## config.mk

```make
export PLATFORM = sky130hd
export DESIGN_NAME = grc_div
export DESIGN_NICKNAME = d
export VERILOG_FILES = /design/src/hw/rtl/grc_pkg.sv /design/src/hw/rtl/grc_div.sv
export SDC_FILE = /design/constraint.sdc
export NUM_CORES = 1
export LEC_CHECK = 0
export ABC_AREA = 1
export BUFFER_PORTS_ARGS = -buffer_cell sky130_fd_sc_hd__buf_2
export CAP_MARGIN = 20
export CORE_MARGIN = 2
export CORE_UTILIZATION = 30
export CTS_BUF_LIST = sky130_fd_sc_hd__clkbuf_2 sky130_fd_sc_hd__clkbuf_4 sky130_fd_sc_hd__clkbuf_8
export CTS_CLUSTER_SIZE = 40
export DETAILED_ROUTE_END_ITERATION = 16
export PLACE_DENSITY = 0.46
export SLEW_MARGIN = 40
export SYNTH_ARGS = -nofsm -noshare
export SYNTH_HDL_FRONTEND = slang
export SYNTH_SLANG_ARGS = --single-unit
```

## constraint.sdc

```tcl
create_clock -name clk_i -period 2.6 [get_ports clk_i]
set_input_delay 0.13 -clock clk_i [delete_from_list [all_inputs] [get_ports clk_i]]
set_output_delay 0.13 -clock clk_i [all_outputs]
set_load 0.01 [all_outputs]
```

## src/hw/rtl/grc_pkg.sv

```systemverilog
// Shared constants, codes, types and the floor-glyph function of the ray-cast renderer.
// No dependencies; every other file of the block imports this package.
`default_nettype none

package grc_pkg;

  // Map and screen geometry
  localparam int unsigned MAP_SIZE    = 32;
  localparam int unsigned MAP_AW      = $clog2(MAP_SIZE);
  localparam int unsigned MAP_CELLS   = MAP_SIZE * MAP_SIZE;
  localparam int unsigned MAP_IDX_W   = 2 * MAP_AW;
  localparam int unsigned SCREEN_ROWS = 40;
  localparam int unsigned SCREEN_COLS = 120;
  localparam int unsigned HALF_ROWS   = SCREEN_ROWS / 2;
  localparam int unsigned LH_MAX      = 2 * SCREEN_ROWS;

  // Field widths
  localparam int unsigned ROW_W      = 6;
  localparam int unsigned COL_W      = 7;
  localparam int unsigned POS_W      = 15;
  localparam int unsigned VEC_W      = 16;
  localparam int unsigned FRAC_POS   = 10;
  localparam int unsigned FRAC_VEC   = 14;
  localparam int unsigned CFG_IDX_W  = 2;
  localparam int unsigned CFG_DATA_W = 8;

  // Walk arithmetic widths
  localparam int unsigned RAY_W   = 18;  // signed ray component
  localparam int unsigned ABS_W   = 17;  // magnitude of a ray component
  localparam int unsigned DIST_W  = 18;  // boundary distance accumulator, Q10
  localparam int unsigned CELL_W  = MAP_AW + 2;  // signed cell index with overrun room
  localparam int unsigned MUL_W   = 19;
  localparam int unsigned PROD_W  = 2 * MUL_W;

  // Divider widths
  localparam int unsigned DVD_W = 25;
  localparam int unsigned DVS_W = 22;

  // Command codes
  localparam logic CMD_WRITE = 1'b0;
  localparam logic CMD_CAST  = 1'b1;

  // Cell kinds
  localparam logic [1:0] KIND_EMPTY = 2'd0;
  localparam logic [1:0] KIND_WALL  = 2'd1;
  localparam logic [1:0] KIND_EXIT  = 2'd2;

  // Configuration register indexes
  localparam logic [CFG_IDX_W-1:0] REG_HEIGHT_SCALE = 2'd0;
  localparam logic [CFG_IDX_W-1:0] REG_SHADE_NEAR   = 2'd1;
  localparam logic [CFG_IDX_W-1:0] REG_SHADE_MID    = 2'd2;
  localparam logic [CFG_IDX_W-1:0] REG_SHADE_FAR    = 2'd3;

  // Glyph codes
  localparam logic [2:0] GLYPH_SPACE = 3'd0;
  localparam logic [2:0] GLYPH_HASH  = 3'd1;
  localparam logic [2:0] GLYPH_X     = 3'd2;
  localparam logic [2:0] GLYPH_PLUS  = 3'd3;
  localparam logic [2:0] GLYPH_COLON = 3'd4;
  localparam logic [2:0] GLYPH_DOT   = 3'd5;
  localparam logic [2:0] GLYPH_EXIT  = 3'd6;

  typedef struct packed {
    logic             start;
    logic [DVD_W-1:0] dividend;
    logic [DVS_W-1:0] divisor;
  } div_req_t;

  typedef struct packed {
    logic             done;
    logic [DVD_W-1:0] quot;
  } div_rsp_t;

  // Floor glyph below the wall span: depends on the screen row alone
  function automatic logic [2:0] floor_glyph(input logic [ROW_W-1:0] y);
    logic signed [9:0] k;
    logic [2:0]        g;
    k = $signed({3'b000, y, 1'b0}) - $signed(10'(SCREEN_ROWS));
    if (k == 10'sd0) begin
      g = GLYPH_SPACE;
    end else if (k < 10'sd0) begin
      g = GLYPH_PLUS;
    end else if ($signed(10'(SCREEN_ROWS)) < 2 * k) begin
      g = GLYPH_PLUS;
    end else if ($signed(10'(SCREEN_ROWS)) < 3 * k) begin
      g = GLYPH_DOT;
    end else begin
      g = GLYPH_SPACE;
    end
    return g;
  endfunction

endpackage

`default_nettype wire

```

## src/hw/rtl/grc_div.sv

```systemverilog
// Restoring divider, one quotient bit per cycle, for the ray-cast renderer.
// Depends on grc_pkg (widths, request and response types).
`default_nettype none

module grc_div import grc_pkg::*; (
  input  logic     clk_i,
  input  logic     rst_ni,
  input  div_req_t req_i,
  output div_rsp_t rsp_o
);

  localparam int unsigned CNT_W = $clog2(DVD_W);

  logic             busy_q;
  logic             done_q;
  logic [CNT_W-1:0] cnt_q;
  logic [DVD_W-1:0] dvd_q;
  logic [DVS_W-1:0] dvs_q;
  logic [DVS_W-1:0] rem_q;
  logic [DVS_W:0]   trial;
  logic             fits;

  assign trial = {rem_q, dvd_q[DVD_W-1]};
  assign fits  = trial >= {1'b0, dvs_q};

  always_ff @(posedge clk_i or negedge rst_ni) begin
    if (!rst_ni) begin
      busy_q <= 1'b0;
      done_q <= 1'b0;
      cnt_q  <= '0;
    end else begin
      done_q <= 1'b0;
      if (req_i.start) begin
        busy_q <= 1'b1;
        cnt_q  <= '0;
      end else if (busy_q) begin
        cnt_q <= cnt_q + 1'b1;
        if (cnt_q == CNT_W'(DVD_W - 1)) begin
          busy_q <= 1'b0;
          done_q <= 1'b1;
        end
      end
    end
  end

  always_ff @(posedge clk_i) begin
    if (req_i.start) begin
      dvd_q <= req_i.dividend;
      dvs_q <= req_i.divisor;
      rem_q <= '0;
    end else if (busy_q) begin
      // shift the next dividend bit in, subtract where the divisor fits
      rem_q <= fits ? DVS_W'(trial - {1'b0, dvs_q}) : trial[DVS_W-1:0];
      dvd_q <= {dvd_q[DVD_W-2:0], fits};
    end
  end

  assign rsp_o.done = done_q;
  assign rsp_o.quot = dvd_q;

endmodule

`default_nettype wire

```

==> flow_summary.json, run 1 <==
{
  "wl_per_cell_um": 13.0,
  "synth_most_common_cell": "nand2_1",
  "hold_viol": 0,
  "drive_above_1_share_pct": 16.4,
  "crit_fanout": 21,
  "synth_top_area_share_pct": 29.2,
  "cp_num_buf_inv": 2,
  "pin_count": 76,
  "hold_class": "primary input to register",
  "clk_pin_slew_ns": 0.09,
  "max-cap-violations": 0,
  "row_count": 46,
  "ys_top_cells_by_area": "edfxtp_1 29%, nand2_1 20%, dfxtp_1 9.1%",
  "wl_met1_um": 6150,
  "worst_pin_slew_ns": 0.745,
  "worstHoldPathCells": 3,
  "crit_cells": 15,
  "ys.flop_type": "edfxtp_1",
  "dpl.hpwl_um": 9580,
  "worst_hold_slack_ns": 0.0164,
  "synth_cells": 652,
  "antenna_found_initial": 1,
  "fin_nets": 832,
  "synthDistinctLibCells": 34,
  "critPathLaunch": "dvs_q[2]",
  "rsz0062_at_grt": "no",
  "grt_usage_pct": 16.2,
  "crit_type": "register to register",
  "yosys_warnings": 0,
  "dr.pass1.iters": 5,
  "setup_viol": 0,
  "max_freq_ghz": 0.446,
  "ctsResizeCount": 0,
  "die_w_um": 131,
  "slowest_stage": "ha_1",
  "syn_area_per_cell_um2": 7.42,
  "clockBufferDepth": 2,
  "ant_nets": 0,
  "crit_chain": "inv_1, ha_1, nand2_1, nand2_1, inv_1, nand2_2, nand2_1, nand2_2, nand2_2, nand2_2, nand2_4, nand2_4, nand2_1, nand3_1, o21ai_1",
  "finalClockSkew_ns": 0.0142,
  "synth_edf_count": 47,
  "setup_ws_ns": 0.356,
  "area_growth_syn_to_layout_pct": 22.4,
  "peakVddDrop_uv": 296,
  "worstSetupEndpointType": "register",
  "viasPerCell": 4.39,
  "yosysTopAreaCell": "edfxtp_1",
  "syn_nets": 727,
  "r2r_end": "rem_q[2]",
  "highest_layer": "met4",
  "cts_inserted_buffers": 9,
  "n_antenna_cell": 0,
  "yosysSeqAreaShare_pct": 41.9,
  "worst_setup_path_start_kind": "register",
  "crit_family": "simple AND/OR/NAND/NOR gates",
  "period_share_pct": 86.3,
  "dr.first_iter.drc_count": 187,
  "maxSlewHeadroom_pct": 50.1,
  "cts_setup_buffers": 0,
  "dpl_worst_slack_ns": 0.330,
  "start_util_pct": 30.6,
  "drv_slew": 0,
  "reg2reg_setup_slack_ns": 0.36,
  "clock_latency_ns": 0.38,
  "dr_wl_met3_um": 686,
  "place_congestion": 0.894,
  "final.setup.tns_ns": 0,
  "portBuffers": 75,
  "htree_levels": 3,
  "synthesis.area_um2": 4840,
  "rr_worst_depth": 15,
  "ys_async_sr_fraction_pct": 9.21,
  "cts_tree": "built",
  "endpoint": "rem_q[2]",
  "grt_pass1_vias": 4437,
  "cts_num_sinks": 76,
  "required_ns": 2.86,
  "clock-root-buffer": "clkbuf_8",
  "grt_pass1_wl_um": 21500,
  "final.fill_count": 1702,
  "period_needed_ns": 2.24,
  "netlist_top_cells_count": "258 x nand2_1, 104 x inv_1, 47 x edfxtp_1, 47 x nand3_1, 25 x nor2_1",
  "drc": 0,
  "totalWireLength_um": 12700,
  "timing.rr.start": "dvs_q[2]",
  "ys_ff_latch": 76,
  "die_area_um2": 17200,
  "cp.arrival_ns": 2.51,
  "power_leakage_uw": 0.00308,
  "vias": 4289,
  "status": "complete, no violations",
  "met2_length_um": 5730,
  "grt_overflow_total": 0,
  "power.density_nw_per_um2": 823,
  "core_area_um2": 15800,
  "cpPeakStageDelay_ns": 0.40,
  "dieHeight_um": 131,
  "grt_max_degree": 40
}
==> power breakdown <==
part | internal (uW) | switching (uW) | leakage, uW
clock | 581 | 480 | 0.000113
combinational | 841 | 1380 | 0.00221
sequential | 1480 | 116 | 0.000762
total | 2910 | 1970 | 0.00308
==> how the worst min path moves through the flow <==
stage / start / end / slack (ns)
finish: req_i[29] / dvd_q[7] / 0.02
CTS: req_i[33] / dvd_q[11] / 0.001
floorplan: rst_ni / busy_q / -0.17
global placement: rst_ni / cnt_q[3] / -0.03
detailed placement: rst_ni / cnt_q[3] / -0.02
global route: req_i[29] / dvd_q[7] / 0.007
==> routing by layer <==
metal / vias up / track usage (%)
met5: - / 0
met4: 0 / 4.82
met3: 10 / 4.36
met2: 101 / 26.4
met1: 1919 / 21.2
li1: 2259 / -
==> kinds of logic after synthesis <==
logic type	synth area share [%]
adder cells (fa/ha/maj)	6.62
AO/OA/AOI/OAI	4.03
AND/OR/NAND/NOR	34.9
XOR/XNOR	1.63
buffers and inverters	10.9
flip-flops	41.9
==> metrics by stage <==
stage | util (%) | power [uW] | instances | area (um2)
3_5_place_dp | 34.3 | 3810 | 935 | 5420
6_report | 37.4 | 4880 | 978 | 5920
2_1_floorplan | - | 3320 | 652 | 4840
3_3_place_gp | 34.3 | 3820 | 935 | 5420
4_1_cts | 37.4 | 4930 | 978 | 5920
5_1_grt | 37.4 | 5310 | 978 | 5920
==> cell type report <==
type | instances | area [um2] | share of cell area, %
inverter | 106 | 398 | 6.72
clock inverter | 5 | 85.1 | 1.44
multi-input combinational | 453 | 2280 | 38.6
tap | 216 | 270 | 4.56
clock buffer | 11 | 145 | 2.45
sequential | 76 | 2030 | 34.2
timing repair buffer | 111 | 713 | 12.0
==> registers in the layout, indices dropped and copies added (netlist names) <==
| register | count |
|---|---|
| busy_q | 1 |
| done_q | 1 |
| dvd_q | 25 |
| rem_q | 22 |
| dvs_q | 22 |
| cnt_q | 5 |
==> cells in the final DEF (no fill, tap or decap), types with 6 or more instances in the layout <==
| master | instances |
|---|---|
| a21oi_1 | 20 |
| buf_2 | 75 |
| buf_4 | 9 |
| clkbuf_8 | 10 |
| dfrtp_1 | 7 |
| dfxtp_1 | 22 |
| dlygate4sd3_1 | 27 |
| edfxtp_1 | 47 |
| ha_1 | 24 |
| inv_1 | 103 |
| nand2_1 | 258 |
| nand2_2 | 10 |
| nand3_1 | 47 |
| nand3_2 | 7 |
| nand3b_1 | 15 |
| nand4_1 | 6 |
| nor2_1 | 25 |
| o21ai_1 | 8 |
| xnor2_1 | 8 |
==> worst reg2reg max path: stages (launching register included) <==
cell and delay, ns:
edfxtp_1 0.33, inv_1 0.04, ha_1 0.40, nand2_1 0.08, nand2_1 0.08, inv_1 0.05, nand2_2 0.09, nand2_1 0.07
nand2_2 0.10, nand2_2 0.07, nand2_2 0.08, nand2_4 0.17, nand2_4 0.30, nand2_1 0.12, nand3_1 0.08, o21ai_1 0.06
==> repair_timing <==
action / in CTS / in global routing
endpoints found under the hold margin: 33 / 0
endpoints found under the setup margin: 0 / 0
hold buffers: 27 / 0
Note: power is estimated with default switching activity, not from simulation.
==> run 2, diff against run 1 <==
--- a/config.mk
+++ b/config.mk
@@ -5,7 +5,6 @@
 export SDC_FILE = /design/constraint.sdc
 export NUM_CORES = 1
 export LEC_CHECK = 0
-export ABC_AREA = 1
 export BUFFER_PORTS_ARGS = -buffer_cell sky130_fd_sc_hd__buf_2
 export CAP_MARGIN = 20
 export CORE_MARGIN = 2
@@ -13,7 +12,6 @@
 export CTS_BUF_LIST = sky130_fd_sc_hd__clkbuf_2 sky130_fd_sc_hd__clkbuf_4 sky130_fd_sc_hd__clkbuf_8
 export CTS_CLUSTER_SIZE = 40
 export DETAILED_ROUTE_END_ITERATION = 16
-export PLACE_DENSITY = 0.46
 export SLEW_MARGIN = 40
 export SYNTH_ARGS = -nofsm -noshare
 export SYNTH_HDL_FRONTEND = slang
==> run 2 against run 1 <==
Non-clock buffer count up 19. Critical path depth down 4. Sequential power about the same. Synthesized area down 11%. Largest cell class unchanged. Register-to-register slack worse by 0.23 ns. Highest routed layer unchanged. Largest power group unchanged. Utilization up 2.5 points. Total power down 12%. Design area down 6.1%. Critical path type unchanged. Hold slack better by 0.025 ns. Global-route usage down 2.7 points.
==> flow_summary.json, run 2 <==
{
  "fin_nets": 601,
  "drive_above_1_share_pct": 32.8,
  "clock-root-buffer": "clkbuf_8",
  "totalWireLength_um": 9660,
  "max-cap-violations": 0,
  "busiest_layer": "met2",
  "crit_type": "register to register",
  "utilization_pct": 39.9,
  "rsz0062_at_grt": "yes",
  "maxSlewHeadroom_pct": 60.5,
  "finalClockSkew_ns": 0.0189,
  "final.fill_count": 1356,
  "layout_commonest_cell": "buf_2",
  "grt_overflow_total": 0,
  "area_growth_syn_to_layout_pct": 29.2,
  "pin_count": 76,
  "timing.rr.start": "dvd_q[24]",
  "multi_input_comb_area_um2": 2150,
  "ys.flop_type": "edfxtp_1",
  "clockBufferDepth": 2,
  "synth_top_area_share_pct": 32.8,
  "holdPathEnd": "dvd_q[7]",
  "vias": 3404,
  "grt_usage_pct": 13.5,
  "cts_num_sinks": 76,
  "period_needed_ns": 2.47,
  "total_power_uw": 4280,
  "netlist_top_cells_count": "47 x edfxtp_1, 39 x nor2_1, 29 x inv_1",
  "reg2reg_setup_slack_ns": 0.13,
  "worst_pin_slew_ns": 0.592,
  "n_antenna_cell": 0,
  "core_area_um2": 13900,
  "synth_most_common_cell": "edfxtp_1",
  "hold_class": "primary input to register",
  "regArea_um2": 2030,
  "cts_tree": "built",
  "drc": 0,
  "peakVddDrop_uv": 419,
  "synth_cells": 403,
  "use_met2_pct": 21.9,
  "dpl.hpwl_um": 7100,
  "ys_async_sr_fraction_pct": 9.21,
  "cts_inserted_buffers": 9,
  "largest_reg_flops": 25,
  "status": "complete, no violations",
  "r2r_end": "rem_q[20]",
  "yosys_warnings": 0,
  "slowest_stage": "edfxtp_1",
  "syn_nets": 478,
  "portBuffers": 75,
  "dr.pass1.iters": 4,
  "crit_cells": 11,
  "crit_family": "compound AO/OA/AOI/OAI gates",
  "rr_worst_depth": 11,
  "worst_setup_path_start_kind": "register",
  "die_area_um2": 15300,
  "cp_num_buf_inv": 2,
  "antenna_found_initial": 0,
  "synthDistinctLibCells": 56,
  "synth_edf_count": 47,
  "htree_levels": 3,
  "drv_slew": 0,
  "ys_ff_latch": 76,
  "period_share_pct": 95.0,
  "dr.first_iter.drc_count": 100,
  "ys_top_cells_by_area": "edfxtp_1 33%, dfxtp_1 10%, ha_1 7.0%",
  "regMostFlops": "dvd_q",
  "cpPeakStageDelay_ns": 0.39,
  "synthesis.area_um2": 4300,
  "place_congestion": 0.826,
  "grt_max_degree": 27,
  "power_leakage_uw": 0.00234,
  "hold_viol": 0,
  "setup_viol": 0,
  "gr-usage-met1_pct": 16.5,
  "worstHoldPathCells": 2,
  "power.density_nw_per_um2": 769,
  "required_ns": 2.90,
  "max_freq_ghz": 0.405,
  "final_cell_mix": "75 x buf_2, 47 x edfxtp_1, 39 x nor2_1",
  "crit_chain": "inv_1, ha_2, inv_2, fa_2, a211oi_2, o211ai_1, a22oi_2, a31oi_2, mux2i_1, a41o_1, a311oi_1",
  "die_w_um": 124,
  "clk_pin_slew_ns": 0.10,
  "hp-start": "req_i[29]",
  "wl_per_cell_um": 13.6,
  "worstSetupEndpointType": "register",
  "clock_latency_ns": 0.38,
  "yosysTopAreaCell": "edfxtp_1",
  "cp.arrival_ns": 2.77,
  "grt_pass1_vias": 3517,
  "yosysSeqAreaShare_pct": 47.1,
  "gr-usage-met3_pct": 4.49,
  "viasPerCell": 4.79,
  "grt_pass1_wl_um": 16100,
  "row_count": 43,
  "ant_nets": 0,
  "start_util_pct": 30.9,
  "top_regs": "dvd_q x25, dvs_q x22, rem_q x22",
  "syn_area_per_cell_um2": 10.7,
  "crit_fanout": 2,
  "dieHeight_um": 124
}
run 2: cell types whose count changed in the layout (fill, tap and decap cells not counted), moves of 17 or more:
cell and change:
inv_1 -76, mux2i_1 +17, buf_4 +22, nand3_1 -38, mux2_2 +25, nand2_1 -235
run 2: worst max-delay path by stage:
stage / start / end / slack [ns]
floorplan: dvd_q[24] / rem_q[20] / 0.14
global placement: dvd_q[24] / rem_q[20] / 0.07
detailed placement: dvs_q[16] / rem_q[17] / 0.009
CTS: dvs_q[16] / rem_q[17] / 0.007
global route: dvd_q[24] / rem_q[20] / -0.02
finish: dvd_q[24] / rem_q[20] / 0.13
run 2: per-layer routing:
| layer | vias up | wire length, um |
|---|---|---|
| met4 | 0 | 131 |
| met3 | 12 | 534 |
| met5 | - | 0 |
| li1 | 1731 | - |
| met2 | 80 | 4540 |
| met1 | 1581 | 4450 |
run 2: repair_timing:
action	in CTS	in global routing
endpoints found under the hold margin	29	0
gates resized for setup	0	21
setup endpoints to repair	0	16
hold buffers	23	0
setup buffers	0	3
run 2: where the power goes:
part | switching (uW) | internal, uW
registers | 127 | 1480
clock network | 518 | 369
logic | 914 | 872
run 2: through the flow:
stage | setup TNS, ns | hold WS (ns) | std cells | setup slack [ns] | instance area [um2]
3_5_place_dp | 0 | -0.0233 | 669 | 0.00892 | 5040
4_1_cts | 0 | 0.00827 | 708 | 0.00693 | 5460
5_1_grt | -0.0469 | 0.0165 | 711 | -0.0208 | 5560
2_1_floorplan | 0 | -0.166 | 403 | 0.136 | 4300
6_report | 0 | 0.0411 | 711 | 0.129 | 5560
3_3_place_gp | 0 | -0.0264 | 669 | 0.0702 | 5040
run 2: final cells by class:
cell class | instances | share of cell area, %
Inverter | 29 | 1.96
Multi-Input combinational cell | 280 | 38.7
Clock inverter | 7 | 1.17
Sequential cell | 76 | 36.5
Clock buffer | 9 | 2.23
Timing Repair Buffer | 130 | 15.4
Tap cell | 180 | 4.05
run 2: cells by family (layout without fill, tap and decap cells):
kind of cell	after synthesis	after routing	share of synthesized area [%]
flops	76	76	47.1
buf+inv	47	175	4.77
simple gates	107	107	11.9
xor+xnor	18	18	3.66
compound gates	88	88	14.7
mux	42	42	10.5
fa+ha+maj	25	25	7.44
run 2: worst register-to-register path, cell delays in order, from the launching register on:
cell      delay (ns)
edfxtp_1        0.39
inv_1           0.07
ha_2            0.19
inv_2           0.04
fa_2            0.34
a211oi_2        0.20
o211ai_1        0.19
a22oi_2         0.24
a31oi_2         0.15
mux2i_1         0.16
a41o_1          0.18
a311oi_1        0.25
==> run 3, diff against run 2 <==
--- a/config.mk
+++ b/config.mk
@@ -7,6 +7,7 @@
 export LEC_CHECK = 0
 export BUFFER_PORTS_ARGS = -buffer_cell sky130_fd_sc_hd__buf_2
 export CAP_MARGIN = 20
+export CORE_ASPECT_RATIO = 1.2
 export CORE_MARGIN = 2
 export CORE_UTILIZATION = 30
 export CTS_BUF_LIST = sky130_fd_sc_hd__clkbuf_2 sky130_fd_sc_hd__clkbuf_4 sky130_fd_sc_hd__clkbuf_8
==> run 3 against run 2 <==
Non-clock buffer count down 2. Utilization up 0.13 points. Final cell count down 1.5%. Sequential power about the same. Setup slack worse by 0.023 ns. Via count up 0.44%. Hold slack better by 0.0021 ns. Clock-buffer cell count unchanged.
==> flow_summary.json, run 3 (synthesized netlist as in run 2, its figures left out) <==
{
  "required_ns": 2.89,
  "place_congestion": 0.825,
  "maxSlewHeadroom_pct": 61.3,
  "vias": 3419,
  "pin_count": 76,
  "status": "complete, no violations",
  "clockBufferDepth": 2,
  "final.setup.tns_ns": 0,
  "layout_commonest_cell": "buf_2",
  "clock-root-buffer": "clkbuf_8",
  "cp.arrival_ns": 2.78,
  "power.density_nw_per_um2": 766,
  "total_power_uw": 4270,
  "met2_length_um": 4670,
  "largest_reg_flops": 25,
  "max_freq_ghz": 0.401,
  "final_cell_mix": "75 x buf_2, 47 x edfxtp_1, 39 x nor2_1",
  "worst_setup_path_start_kind": "register",
  "core_area_um2": 13900,
  "crit_chain": "inv_1, ha_4, inv_1, fa_2, a211oi_2, o211ai_1, a22oi_2, a31oi_4, mux2i_1, a41o_1, a311oi_2",
  "clk_pin_slew_ns": 0.09,
  "n_antenna_cell": 0,
  "slowest_stage": "edfxtp_1",
  "peakVddDrop_uv": 368,
  "worst_hold_slack_ns": 0.0432,
  "totalWireLength_um": 9750,
  "dr.first_iter.drc_count": 110,
  "htree_levels": 3,
  "wl_per_cell_um": 13.9,
  "regMostFlops": "dvd_q",
  "crit_type": "register to register",
  "final.fill_count": 1305,
  "drc": 0,
  "dpl_worst_slack_ns": -0.00547,
  "crit_path_frequent_cell": "inv_1",
  "start_util_pct": 30.9,
  "worst_pin_slew_ns": 0.580,
  "dr.pass1.iters": 4,
  "period_share_pct": 95.9,
  "cts_inserted_buffers": 9,
  "grt_usage_pct": 13.2,
  "cts_tree": "built",
  "dpl.hpwl_um": 7140,
  "highest_layer": "met4",
  "dr_wl_met3_um": 617,
  "drv_slew": 0,
  "fin_nets": 599,
  "area_growth_syn_to_layout_pct": 29.6,
  "die_w_um": 113,
  "setup_ws_ns": 0.106,
  "period_needed_ns": 2.49,
  "grt_pass1_vias": 3527,
  "dieHeight_um": 135,
  "die_area_um2": 15300,
  "grt_pass1_wl_um": 16200,
  "power_leakage_uw": 0.00234,
  "top_regs": "dvd_q x25, dvs_q x22, rem_q x22",
  "drive_above_1_share_pct": 32.1,
  "hold_viol": 0,
  "worstSetupEndpointType": "register",
  "viasPerCell": 4.88,
  "max-cap-violations": 0,
  "finalClockSkew_ns": 0.0143,
  "cts_num_sinks": 76,
  "ant_nets": 0,
  "cpPeakStageDelay_ns": 0.39,
  "hold_class": "primary input to register",
  "portBuffers": 75,
  "grt_max_degree": 48,
  "crit_fanout": 2,
  "antenna_found_initial": 0,
  "grt_overflow_total": 0,
  "wl_met1_um": 4340,
  "setup_viol": 0,
  "clock_latency_ns": 0.38,
  "row_count": 47
}
-- run 3: final cells by class --
| class | count | area [um2] | area share, % |
|---|---|---|---|
| inverters | 29 | 109 | 1.95 |
| flip-flops and latches | 76 | 2030 | 36.3 |
| well taps | 171 | 214 | 3.83 |
| repair buffers | 128 | 856 | 15.3 |
| clock buffers | 9 | 124 | 2.22 |
| multi-input cells | 280 | 2190 | 39.3 |
| clock inverters | 7 | 58.8 | 1.05 |
-- run 3: report_power, final --
part / internal, uW / switching, uW / total [uW]
Sequential: 1480 / 129 / 1610
Combinational: 887 / 923 / 1810
Clock: 361 / 496 / 857
-- run 3: worst paths after layout --
kind,start,depth (start not counted),end,slack (ns)
worst max-delay path,dvd_q[24],11,rem_q[20],0.11
max in group asynchronous,rst_ni,2,cnt_q[4],2.31
worst max register to register,dvd_q[24],11,rem_q[20],0.11
min in group asynchronous,rst_ni,2,cnt_q[1],0.13
worst min-delay path,req_i[37],2,dvd_q[15],0.04
worst min register to register,rem_q[4],2,rem_q[4],0.51
-- run 3: per-layer routing --
| metal | vias to the layer above | track usage (%) |
|---|---|---|
| met1 | 1585 | 16.0 |
| met2 | 100 | 22.1 |
| li1 | 1723 | - |
| met5 | - | 0 |
| met3 | 11 | 4.88 |
| met4 | 0 | 3.86 |
-- run 3: repair_timing --
action,CTS,global route
hold endpoints to repair,29,0
pin swaps,1,10
hold buffers,23,0
setup endpoints to repair,2,10
setup buffers,0,3
resized for setup,2,21
-- run 3: worst max-delay path, delay by kind of cell, from the launching register on --
family,cells,cell delay [ns]
AOI/OAI and AO/OA,6,1.21
DFF,1,0.39
adders and majority gates,2,0.50
buffers and inverters,2,0.15
muxes,1,0.15
-- run 3: metrics by stage --
stage	cell area [um2]	utilization, %	std cells
after global routing	5580	40.0	700
after CTS	5450	39.1	697
after global placement	5020	36.1	658
after detailed placement	5020	36.1	658
final	5580	40.0	700
after floorplan	4300	-	403
